### src/hw/rtl/chks_pkg.sv
// Shared types, constants and bucket hash for the chained hash key set.
package chks_pkg;

  localparam int unsigned TableSize = 128;
  localparam int unsigned KeyW      = 32;
  localparam int unsigned IdxW      = $clog2(TableSize);
  localparam int unsigned CntW      = IdxW + 1;

  typedef enum logic [1:0] {
    ST_FOUND    = 2'd0,
    ST_INSERTED = 2'd1,
    ST_MISSING  = 2'd2,
    ST_FULL     = 2'd3
  } status_e;

  localparam logic CMD_ADD = 1'b1;

  typedef struct packed {
    logic            cmd;
    logic [KeyW-1:0] key;
  } req_t;

  typedef struct packed {
    status_e         status;
    logic [IdxW-1:0] index;
    logic [CntW-1:0] key_count;
  } res_t;

  // chain link: valid flag and index of the next entry
  typedef struct packed {
    logic            vld;
    logic [IdxW-1:0] idx;
  } link_t;

  // controller -> datapath
  typedef struct packed {
    logic load;
    logic step_head;
    logic step_next;
    logic finish;
    logic found;
  } ctl_t;

  // datapath -> controller
  typedef struct packed {
    logic head_ok;
    logic hit;
    logic next_ok;
  } sts_t;

  // XOR-fold to 16 bits, then modulo the table size
  function automatic logic [IdxW-1:0] bucket_of(input logic [KeyW-1:0] k);
    logic [15:0] f;
    f = k[31:16] ^ k[15:0];
    return f[IdxW-1:0];
  endfunction

endpackage

### src/hw/rtl/chks_ctrl.sv
// Request sequencer for the chained hash key set.
module chks_ctrl (
  input  logic          clk_i,
  input  logic          rst_ni,
  input  logic          start_i,
  input  chks_pkg::sts_t sts_i,
  output chks_pkg::ctl_t ctl_o,
  output logic          busy_o
);

  typedef enum logic [2:0] {
    S_IDLE = 3'b001,
    S_HEAD = 3'b010,
    S_WALK = 3'b100
  } state_e;

  state_e state_q, state_d;

  always_comb begin
    state_d = state_q;
    ctl_o   = '0;
    case (state_q)
      S_IDLE: begin
        if (start_i) begin
          ctl_o.load = 1'b1;
          state_d    = S_HEAD;
        end
      end
      S_HEAD: begin
        if (sts_i.head_ok) begin
          ctl_o.step_head = 1'b1;
          state_d         = S_WALK;
        end else begin
          ctl_o.finish = 1'b1;
          state_d      = S_IDLE;
        end
      end
      S_WALK: begin
        if (sts_i.hit) begin
          ctl_o.finish = 1'b1;
          ctl_o.found  = 1'b1;
          state_d      = S_IDLE;
        end else if (sts_i.next_ok) begin
          ctl_o.step_next = 1'b1;
        end else begin
          ctl_o.finish = 1'b1;
          state_d      = S_IDLE;
        end
      end
      default: begin
        state_d = S_IDLE;
      end
    endcase
  end

  always_ff @(posedge clk_i or negedge rst_ni) begin
    if (!rst_ni) begin
      state_q <= S_IDLE;
    end else begin
      state_q <= state_d;
    end
  end

  assign busy_o = (state_q != S_IDLE);

endmodule

### config.mk
export PLATFORM = sky130hd
export DESIGN_NAME = chks_ctrl
export DESIGN_NICKNAME = d
export VERILOG_FILES = /design/src/hw/rtl/chks_pkg.sv /design/src/hw/rtl/chks_ctrl.sv
export SDC_FILE = /design/constraint.sdc
export NUM_CORES = 1
export LEC_CHECK = 0
export ABC_AREA = 1
export BUFFER_PORTS_ARGS = -buffer_cell sky130_fd_sc_hd__buf_2
export CELL_PAD_IN_SITES_DETAIL_PLACEMENT = 2
export CELL_PAD_IN_SITES_GLOBAL_PLACEMENT = 2
export CORE_AREA = 2 2 39 41
export CTS_BUF_LIST = sky130_fd_sc_hd__clkbuf_4
export CTS_CLUSTER_DIAMETER = 40
export CTS_CLUSTER_SIZE = 16
export DETAILED_ROUTE_END_ITERATION = 8
export DIE_AREA = 0 0 41 43
export PLACE_DENSITY_LB_ADDON = 0.2
export SETUP_SLACK_MARGIN = 0.1
export SLEW_MARGIN = 10
export SYNTH_ARGS = -nofsm -noshare
export SYNTH_HDL_FRONTEND = slang
export SYNTH_SLANG_ARGS = --single-unit
### constraint.sdc
create_clock -name clk_i -period 1.3 [get_ports clk_i]
set_input_delay 0.065 -clock clk_i [delete_from_list [all_inputs] [get_ports clk_i]]
set_output_delay 0.065 -clock clk_i [all_outputs]
set_load 0.005 [all_outputs]
* After elaboration in Yosys (flattened, before gate mapping)
Cells that the tools add are included.
** Storage, ports and cells
- Bits of input ports :: 6
- Flip-flop bits (word level) :: 3
** Operators by class
- Multiplexer cells :: 18
- Reductions and logical operators :: 1
- Eq/ne operators :: 6
** Operators with widths (count)
- $mux 1 :: 12
- $mux 3 :: 4
- $pmux 3 s3 :: 1
- $eq 3x1->1 const B :: 1
- $eq 3x2->1 const B :: 1
- $eq 3x3->1 const B :: 1
- $ne 3x1->1 const B :: 1
- $ne 3x3->1 const B :: 1
- $ne 2x2->1 const B :: 1
- $pmux 1 s2 :: 1
- $reduce_and 2->1 :: 1

* Longest topological paths before layout
Gate-level depths: netlist (run 1).
- Depth in word-level cells :: 3
- Gate-level depth with buffers :: 6
- Mapped depth without buffers :: 6

* Worst setup path after synthesis (run 1)
No wires, ideal clock.
- Path type :: flip-flop to flip-flop
- Start :: register state_q[0]
- End :: register state_q[0]
- Clock period less this slack :: 1002 ps
- Stages on the path, launching flop included :: 6
- Setup slack :: 298 ps
- Arrival time :: 927 ps
- Path through :: dfstp_2 nand3_2 nor2_4 nor2_1 nand2_1 nand2_1
** Between the ends
- Longest elaborated chain between the ends :: 3
** Ends and longest elaborated chain
- start, declared :: RTL line chks_ctrl.sv:17 : state_e state_q, state_d;
- start signal, assigned :: RTL line chks_ctrl.sv:60 : state_q <= state_d;
- $eq 3x3->1 or $eq 3x1->1 (tied branches) :: RTL line chks_ctrl.sv:22 : case (state_q)
- $ne 3x3->1 (no source line) or $ne 2x2->1 (tied branches)
- $reduce_and 2->1 (no source line)
Several ways; a longest one is shown, not always the timed one.
A chain may end at the register's enable or synchronous reset.

==> impl_metrics.env, run 1 <==
export IMPL_synth_common_cells="nand2_1 (6), inv_1 (4), nor2_1 (3)"
export IMPL_initial_utilization_pct=15.73
export IMPL_crit_chain="nand3_4 > nor3_2 > buf_2"
export IMPL_syn_avg_cell_area_um2=7.257
export IMPL_largest_register_ffs=3
export IMPL_relSlewSlack_pct=87.29
export IMPL_gr_usage_all_layers_pct=10.65
export IMPL_rsz0062_at_grt="true"
export IMPL_die_h_um=43
export IMPL_clkPwrFrac_pct=21.0
export IMPL_route_antenna_remaining_nets=0
export IMPL_fmax_mhz=772.2
export IMPL_slowest_delay_ns=0.58
export IMPL_nets=59
export IMPL_pwr_share_seq_pct=23.1
export IMPL_dr_pass1_iters=2
export IMPL_clk_pin_slew_ns=0.04
export IMPL_fin_worst_skew_ns=0.0007912
export IMPL_synth_cells=30
export IMPL_route_met2_wl_um=429
export IMPL_setup_violations_final=0
export IMPL_dr_first_iter_drc_count=4
export IMPL_clock_sinks=3
export IMPL_portBuffers=11
export IMPL_pwr_share_comb_pct=55.9
export IMPL_remaining_drc_errors=0
export IMPL_root_buffer="clkbuf_4"
export IMPL_synth_xor_xnor_area_share_pct=0
export IMPL_top_register="state_q"
export IMPL_ys_flop_type="dfrtp_1"
export IMPL_drv_slew=0
export IMPL_synth_compound_area_share_pct=2.874
export IMPL_synthesis_nets=36
export IMPL_synth_fa_ha_area_share_pct=0
export IMPL_synth_edf_count=0
export IMPL_die_x_um=41
export IMPL_wl_per_cell_um=10.59
export IMPL_grt_pass1_vias=289
export IMPL_yosysSeqAreaShare_pct=35.06
export IMPL_cp_slowest_cell="dfstp_2"
export IMPL_placed_cell_area_um2=285.3
export IMPL_stdcell_area_um2=415.4
export IMPL_p_int_w=0.0005322
export IMPL_leakagePower_nw=0.2307
export IMPL_grt_max_degree=5
export IMPL_grt_first_pass_wirelength_mm=1.138
export IMPL_p_switching_w=0.0003519
export IMPL_vias=279
export IMPL_clock_path_buffers=2
export IMPL_synthToLayoutAreaGrowth_pct=90.80
export IMPL_viasPerCell=4.103
export IMPL_critPathMaxFanout=4
export IMPL_io_pins=12
export IMPL_rows=14
export IMPL_clk_latency_ns=0.23
export IMPL_final_layout_size_suffix_gt1_share_pct=63.46
export IMPL_yosysTopAreaCellShare_pct=22.99
export IMPL_synth_top_area_cell="dfrtp_1"
export IMPL_synth_area_leaders="dfrtp_1 (23%), dfstp_2 (12%), nand2_1 (10%)"
export IMPL_dpl_hpwl_um=478.2
export IMPL_final_core_util_pct=30.02
export IMPL_synth_top_family_by_area="simple AND/OR/NAND/NOR gates"
export IMPL_synth_mux_area_share_pct=0
export IMPL_tritoncts="yes"
export IMPL_wl_met1_um=251
export IMPL_htree_levels=1
export IMPL_cp_arrival_ns=1.23
export IMPL_antenna_found_initial=0
export IMPL_status="complete, no violations"
export IMPL_yosys_register_bits=3
export IMPL_ir_worst_vdd_mv=0.8223
export IMPL_cts_buffers=3
export IMPL_min_path_type="in2async"
export IMPL_tightest_slew_ns=0.1906
export IMPL_p_per_area_nw_per_um2=2128
export IMPL_routed_top_layer="met4"
export IMPL_coreArea_um2=1384
export IMPL_maxCapViolCount=0
export IMPL_reg2reg_slack_ns=0.04
export IMPL_critPathLaunchType="register"
export IMPL_grt_overflow_total=0
export IMPL_ys_warn_count=0
export IMPL_critPathCaptureType="output pin"
export IMPL_hold_viol=0
export IMPL_wl_met3_um=25
export IMPL_swShare_pct=39.80
export IMPL_gp_congestion=0.6545
export IMPL_yosysUniqueCellTypes=15
export IMPL_async_reset_ff_share_pct=100.0
export IMPL_drt_total_wl_um=720
export IMPL_antenna_cells=0
export IMPL_syn_area_um2=217.7
export IMPL_fin_crit_sh_pct=99.61
export IMPL_yosysMostFrequentCell="nand2_1"
export IMPL_reg_top3="state_q x3"
export IMPL_die_area_um2=1763
export IMPL_synth_simple_gate_area_share_pct=48.28
export IMPL_cp_required_ns=1.24
export IMPL_criticalPathCategory="reg2out"
export IMPL_finalCriticalPeriod_ns=1.295
==> per-stage QoR <==
| step | instances | total power (W) | hold WS [ns] | TNS, ns | setup slack [ns] |
|---|---|---|---|---|---|
| after floorplan | 30 | 0.0003948 | -0.2306 | 0 | 0.2977 |
| after global placement | 56 | 0.0004950 | -0.1423 | 0 | 0.2051 |
| after detailed placement | 56 | 0.0004991 | -0.1392 | 0 | 0.1869 |
| after CTS | 64 | 0.0007829 | 0.1498 | -0.01048 | -0.01048 |
| after global routing | 68 | 0.0009768 | 0.1660 | -0.1224 | -0.06491 |
| final | 68 | 0.0008841 | 0.1648 | 0 | 0.005008 |
==> power groups by stage <==
stage | logic [W] | registers (W) | clock network (W)
after floorplan | 0.000215 | 0.000180 | 0
after global placement | 0.000306 | 0.000189 | 0
after detailed placement | 0.000311 | 0.000188 | 0
after CTS | 0.000396 | 0.000192 | 0.000194
after global routing | 0.000560 | 0.000209 | 0.000208
final | 0.000494 | 0.000204 | 0.000186
==> what timing repair did <==
action	CTS	global route
pin swaps	4	3
endpoints found under the setup margin	3	6
resized for setup	2	6
hold endpoints to repair	3	0
hold buffers	1	0
buffers inserted	3	4
==> routing by layer <==
metal | vias to the layer above | track usage, %
li1 | 139 | -
met1 | 131 | 9.677
met2 | 7 | 16.25
met3 | 2 | 3.141
met4 | 0 | 12.00
met5 | - | 0
==> cells by family (layout without fill, tap and decap cells) <==
| family | Yosys count | in the layout |
|---|---|---|
| buffers and inverters | 7 | 29 |
| and+or+nand+nor | 19 | 19 |
| AOI/OAI and AO/OA | 1 | 1 |
| DFF | 3 | 3 |
==> cell type report <==
| type | count | area [um^2] |
|---|---|---|
| Tap cell | 16 | 20.02 |
| Sequential cell | 3 | 76.32 |
| Clock buffer | 4 | 30.03 |
| Inverter | 6 | 22.52 |
| Timing Repair Buffer | 19 | 125.1 |
| Multi-Input combinational cell | 20 | 141.4 |
| Fill cell | 177 | 968.4 |
==> critical path, delay by kind of cell, from the launching register on <==
kind	cells	cell delay, ns
flops	1	0.58
simple gates	2	0.30
buf+inv	1	0.13
==> final timing paths <==
kind / from / to / cells after the start
setup / recovery: state_q[0]$_DFFE_PN1P_ / ctl_o[4] / 3
hold / removal: rst_ni / state_q[1]$_DFFE_PN0P_ / 2
setup reg to reg: state_q[0]$_DFFE_PN1P_ / state_q[0]$_DFFE_PN1P_ / 7
hold reg to reg: state_q[2]$_DFFE_PN0P_ / state_q[2]$_DFFE_PN0P_ / 3
max in group asynchronous: rst_ni / state_q[0]$_DFFE_PN1P_ / 2
min in group clk_i: sts_i[2] / state_q[2]$_DFFE_PN0P_ / 3
==> cell usage in the layout, fill, tap and decap left out, types with 2 or more instances in the layout <==
cell,count
buf_2,11
clkbuf_4,4
buf_4,5
buf_6,2
nor2_4,3
inv_2,2
inv_1,4
dfrtp_1,2
nand2_1,6
nor2_1,2
No activity file was read; power rests on OpenSTA's default activity.
==> inputs of run 2 (changes only) <==
Settings changed: CELL_PAD_IN_SITES_DETAIL_PLACEMENT 2 to not set, CELL_PAD_IN_SITES_GLOBAL_PLACEMENT 2 to not set.
==> impl_metrics.env, run 2 (same netlist as run 1, synthesis figures left out) <==
export IMPL_cp_arrival_ns=1.23
export IMPL_reg2regPathDepth=7
export IMPL_die_h_um=43
export IMPL_fin_cells=64
export IMPL_remaining_drc_errors=0
export IMPL_dr_first_iter_drc_count=0
export IMPL_route_antenna_remaining_nets=0
export IMPL_placed_cell_area_um2=285.3
export IMPL_status="complete, no violations"
export IMPL_viasPerCell=3.750
export IMPL_criticalPathCategory="reg2out"
export IMPL_gp_congestion=0.6158
export IMPL_die_area_um2=1763
export IMPL_fin_worst_skew_ns=0.005264
export IMPL_p_per_area_nw_per_um2=2113
export IMPL_io_pins=12
export IMPL_gr_usage_all_layers_pct=8.551
export IMPL_initial_utilization_pct=15.73
export IMPL_grt_overflow_total=0
export IMPL_placed_cells=56
export IMPL_clk_pin_slew_ns=0.04
export IMPL_synthToLayoutAreaGrowth_pct=72.41
export IMPL_layout_commonest_cell="buf_2"
export IMPL_worstReg2RegStart="state_q[0]$_DFFE_PN1P_"
export IMPL_fmax_mhz=769.8
export IMPL_cts_buffers=3
export IMPL_clk_latency_ns=0.23
export IMPL_leakagePower_nw=0.1991
export IMPL_largest_register_ffs=3
export IMPL_nets=55
export IMPL_critPathMaxFanout=4
export IMPL_tightest_slew_ns=0.1958
export IMPL_mostFrequentLayoutCells="buf_2 (11), nand2_1 (6), inv_1 (4), clkbuf_4 (4), nor2_4 (3)"
export IMPL_setup_violations_final=0
export IMPL_root_buffer="clkbuf_4"
export IMPL_hp_start="start_i"
export IMPL_fillerInstances=161
export IMPL_htree_levels=1
export IMPL_antenna_found_initial=0
export IMPL_fin_crit_sh_pct=99.92
export IMPL_cp_required_ns=1.24
export IMPL_timing_rr_end="state_q[0]$_DFFE_PN1P_"
export IMPL_drt_total_wl_um=532
export IMPL_grt_pass1_vias=236
export IMPL_dpl_hpwl_um=388.1
export IMPL_clock_path_buffers=2
export IMPL_reg2reg_slack_ns=0.08
export IMPL_tritoncts="yes"
export IMPL_die_x_um=41
export IMPL_coreArea_um2=1384
export IMPL_top_register="state_q"
export IMPL_final_core_util_pct=27.12
export IMPL_grt_first_pass_wirelength_um=952
export IMPL_vias=240
export IMPL_critPathCaptureType="output pin"
export IMPL_setup_tns_ns=0
export IMPL_drv_slew=0
export IMPL_grt_max_degree=5
export IMPL_hold_viol=0
export IMPL_reg_top3="state_q x3"
export IMPL_final_layout_size_suffix_gt1_share_pct=58.33
export IMPL_portBuffers=11
export IMPL_holdPathStages=4
export IMPL_rsz0062_at_grt="true"
export IMPL_hold_end="state_q[0]$_DFFE_PN1P_"
export IMPL_maxCapViolCount=0
export IMPL_stdcell_area_um2=375.4
export IMPL_rows=14
export IMPL_clock_sinks=3
export IMPL_min_path_type="in2reg"
export IMPL_finalCriticalPeriod_ns=1.299
export IMPL_antenna_cells=0
export IMPL_relSlewSlack_pct=86.95
export IMPL_dr_pass1_iters=1
export IMPL_critPathLaunchType="register"
export IMPL_wl_per_cell_um=8.313
export IMPL_ir_worst_vdd_mv=0.7667
run 2: cell count changes in the layout (fill, tap and decap cells not counted), sizes merged:
cell	before	now
buf	18	14
run 2: per-layer routing:
| metal | GRT usage [%] | routed length (um) | up-vias |
|---|---|---|---|
| met5 | 0 | 0 | - |
| met4 | 6.000 | 0 | 0 |
| met3 | 4.712 | 24 | 0 |
| met1 | 9.709 | 212 | 105 |
| li1 | - | - | 128 |
| met2 | 11.56 | 296 | 7 |
run 2: worst max-delay path by stage:
stage,end,cells after the start,slack (ns),start
after detailed placement,ctl_o[4],5,0.20,state_q[0]$_DFFE_PN1P_
after floorplan,state_q[0]$_DFFE_PN1P_,5,0.30,state_q[0]$_DFFE_PN1P_
after global placement,ctl_o[4],5,0.21,state_q[0]$_DFFE_PN1P_
after global routing,ctl_o[4],5,-0.06,state_q[0]$_DFFE_PN1P_
after CTS,ctl_o[4],5,-0.00005,state_q[0]$_DFFE_PN1P_
final,ctl_o[4],5,0.001,state_q[0]$_DFFE_PN1P_
run 2: area by class of cell:
cell class / count / area (um^2) / area share [%]
flip-flops and latches: 3 / 76.32 / 20.33
well taps: 16 / 20.02 / 5.333
repair buffers: 15 / 95.09 / 25.33
clock buffers: 4 / 30.03 / 8.000
multi-input cells: 20 / 131.4 / 35.00
inverters: 6 / 22.52 / 6.000
run 2: where the power goes:
part / leakage [nW] / internal [W] / switching (W)
clock network: 0.0184 / 0.000136 / 0.0000460
logic: 0.144 / 0.000210 / 0.000198
registers: 0.0369 / 0.000144 / 0.0000586
total: 0.199 / 0.000490 / 0.000303
run 2: worst max-delay path, cell delays in order, from the launching register on:
cell	delay (ns)
dfstp_2	0.58
nor2_4	0.06
nand2_2	0.10
nor2_4	0.05
nor3_2	0.09
buf_2	0.13
run 2: per-stage QoR:
stage               setup slack [ns]  hold slack [ns]  total power, W
finish                      0.001013          0.07390       0.0007933
global route                -0.06018          0.09582       0.0008666
CTS                      -0.00004607          0.07454       0.0007611
detailed placement            0.2001          -0.1344       0.0004843
global placement              0.2100          -0.1360       0.0004848
floorplan                     0.2977          -0.2306       0.0003948
run 2: what timing repair did:
action / CTS / global route
setup endpoints to repair: 2 / 6
endpoints found under the hold margin: 3 / 0
pin swaps: 3 / 1
hold buffers: 1 / 0
buffers inserted: 2 / 1
gates resized for setup: 3 / 3
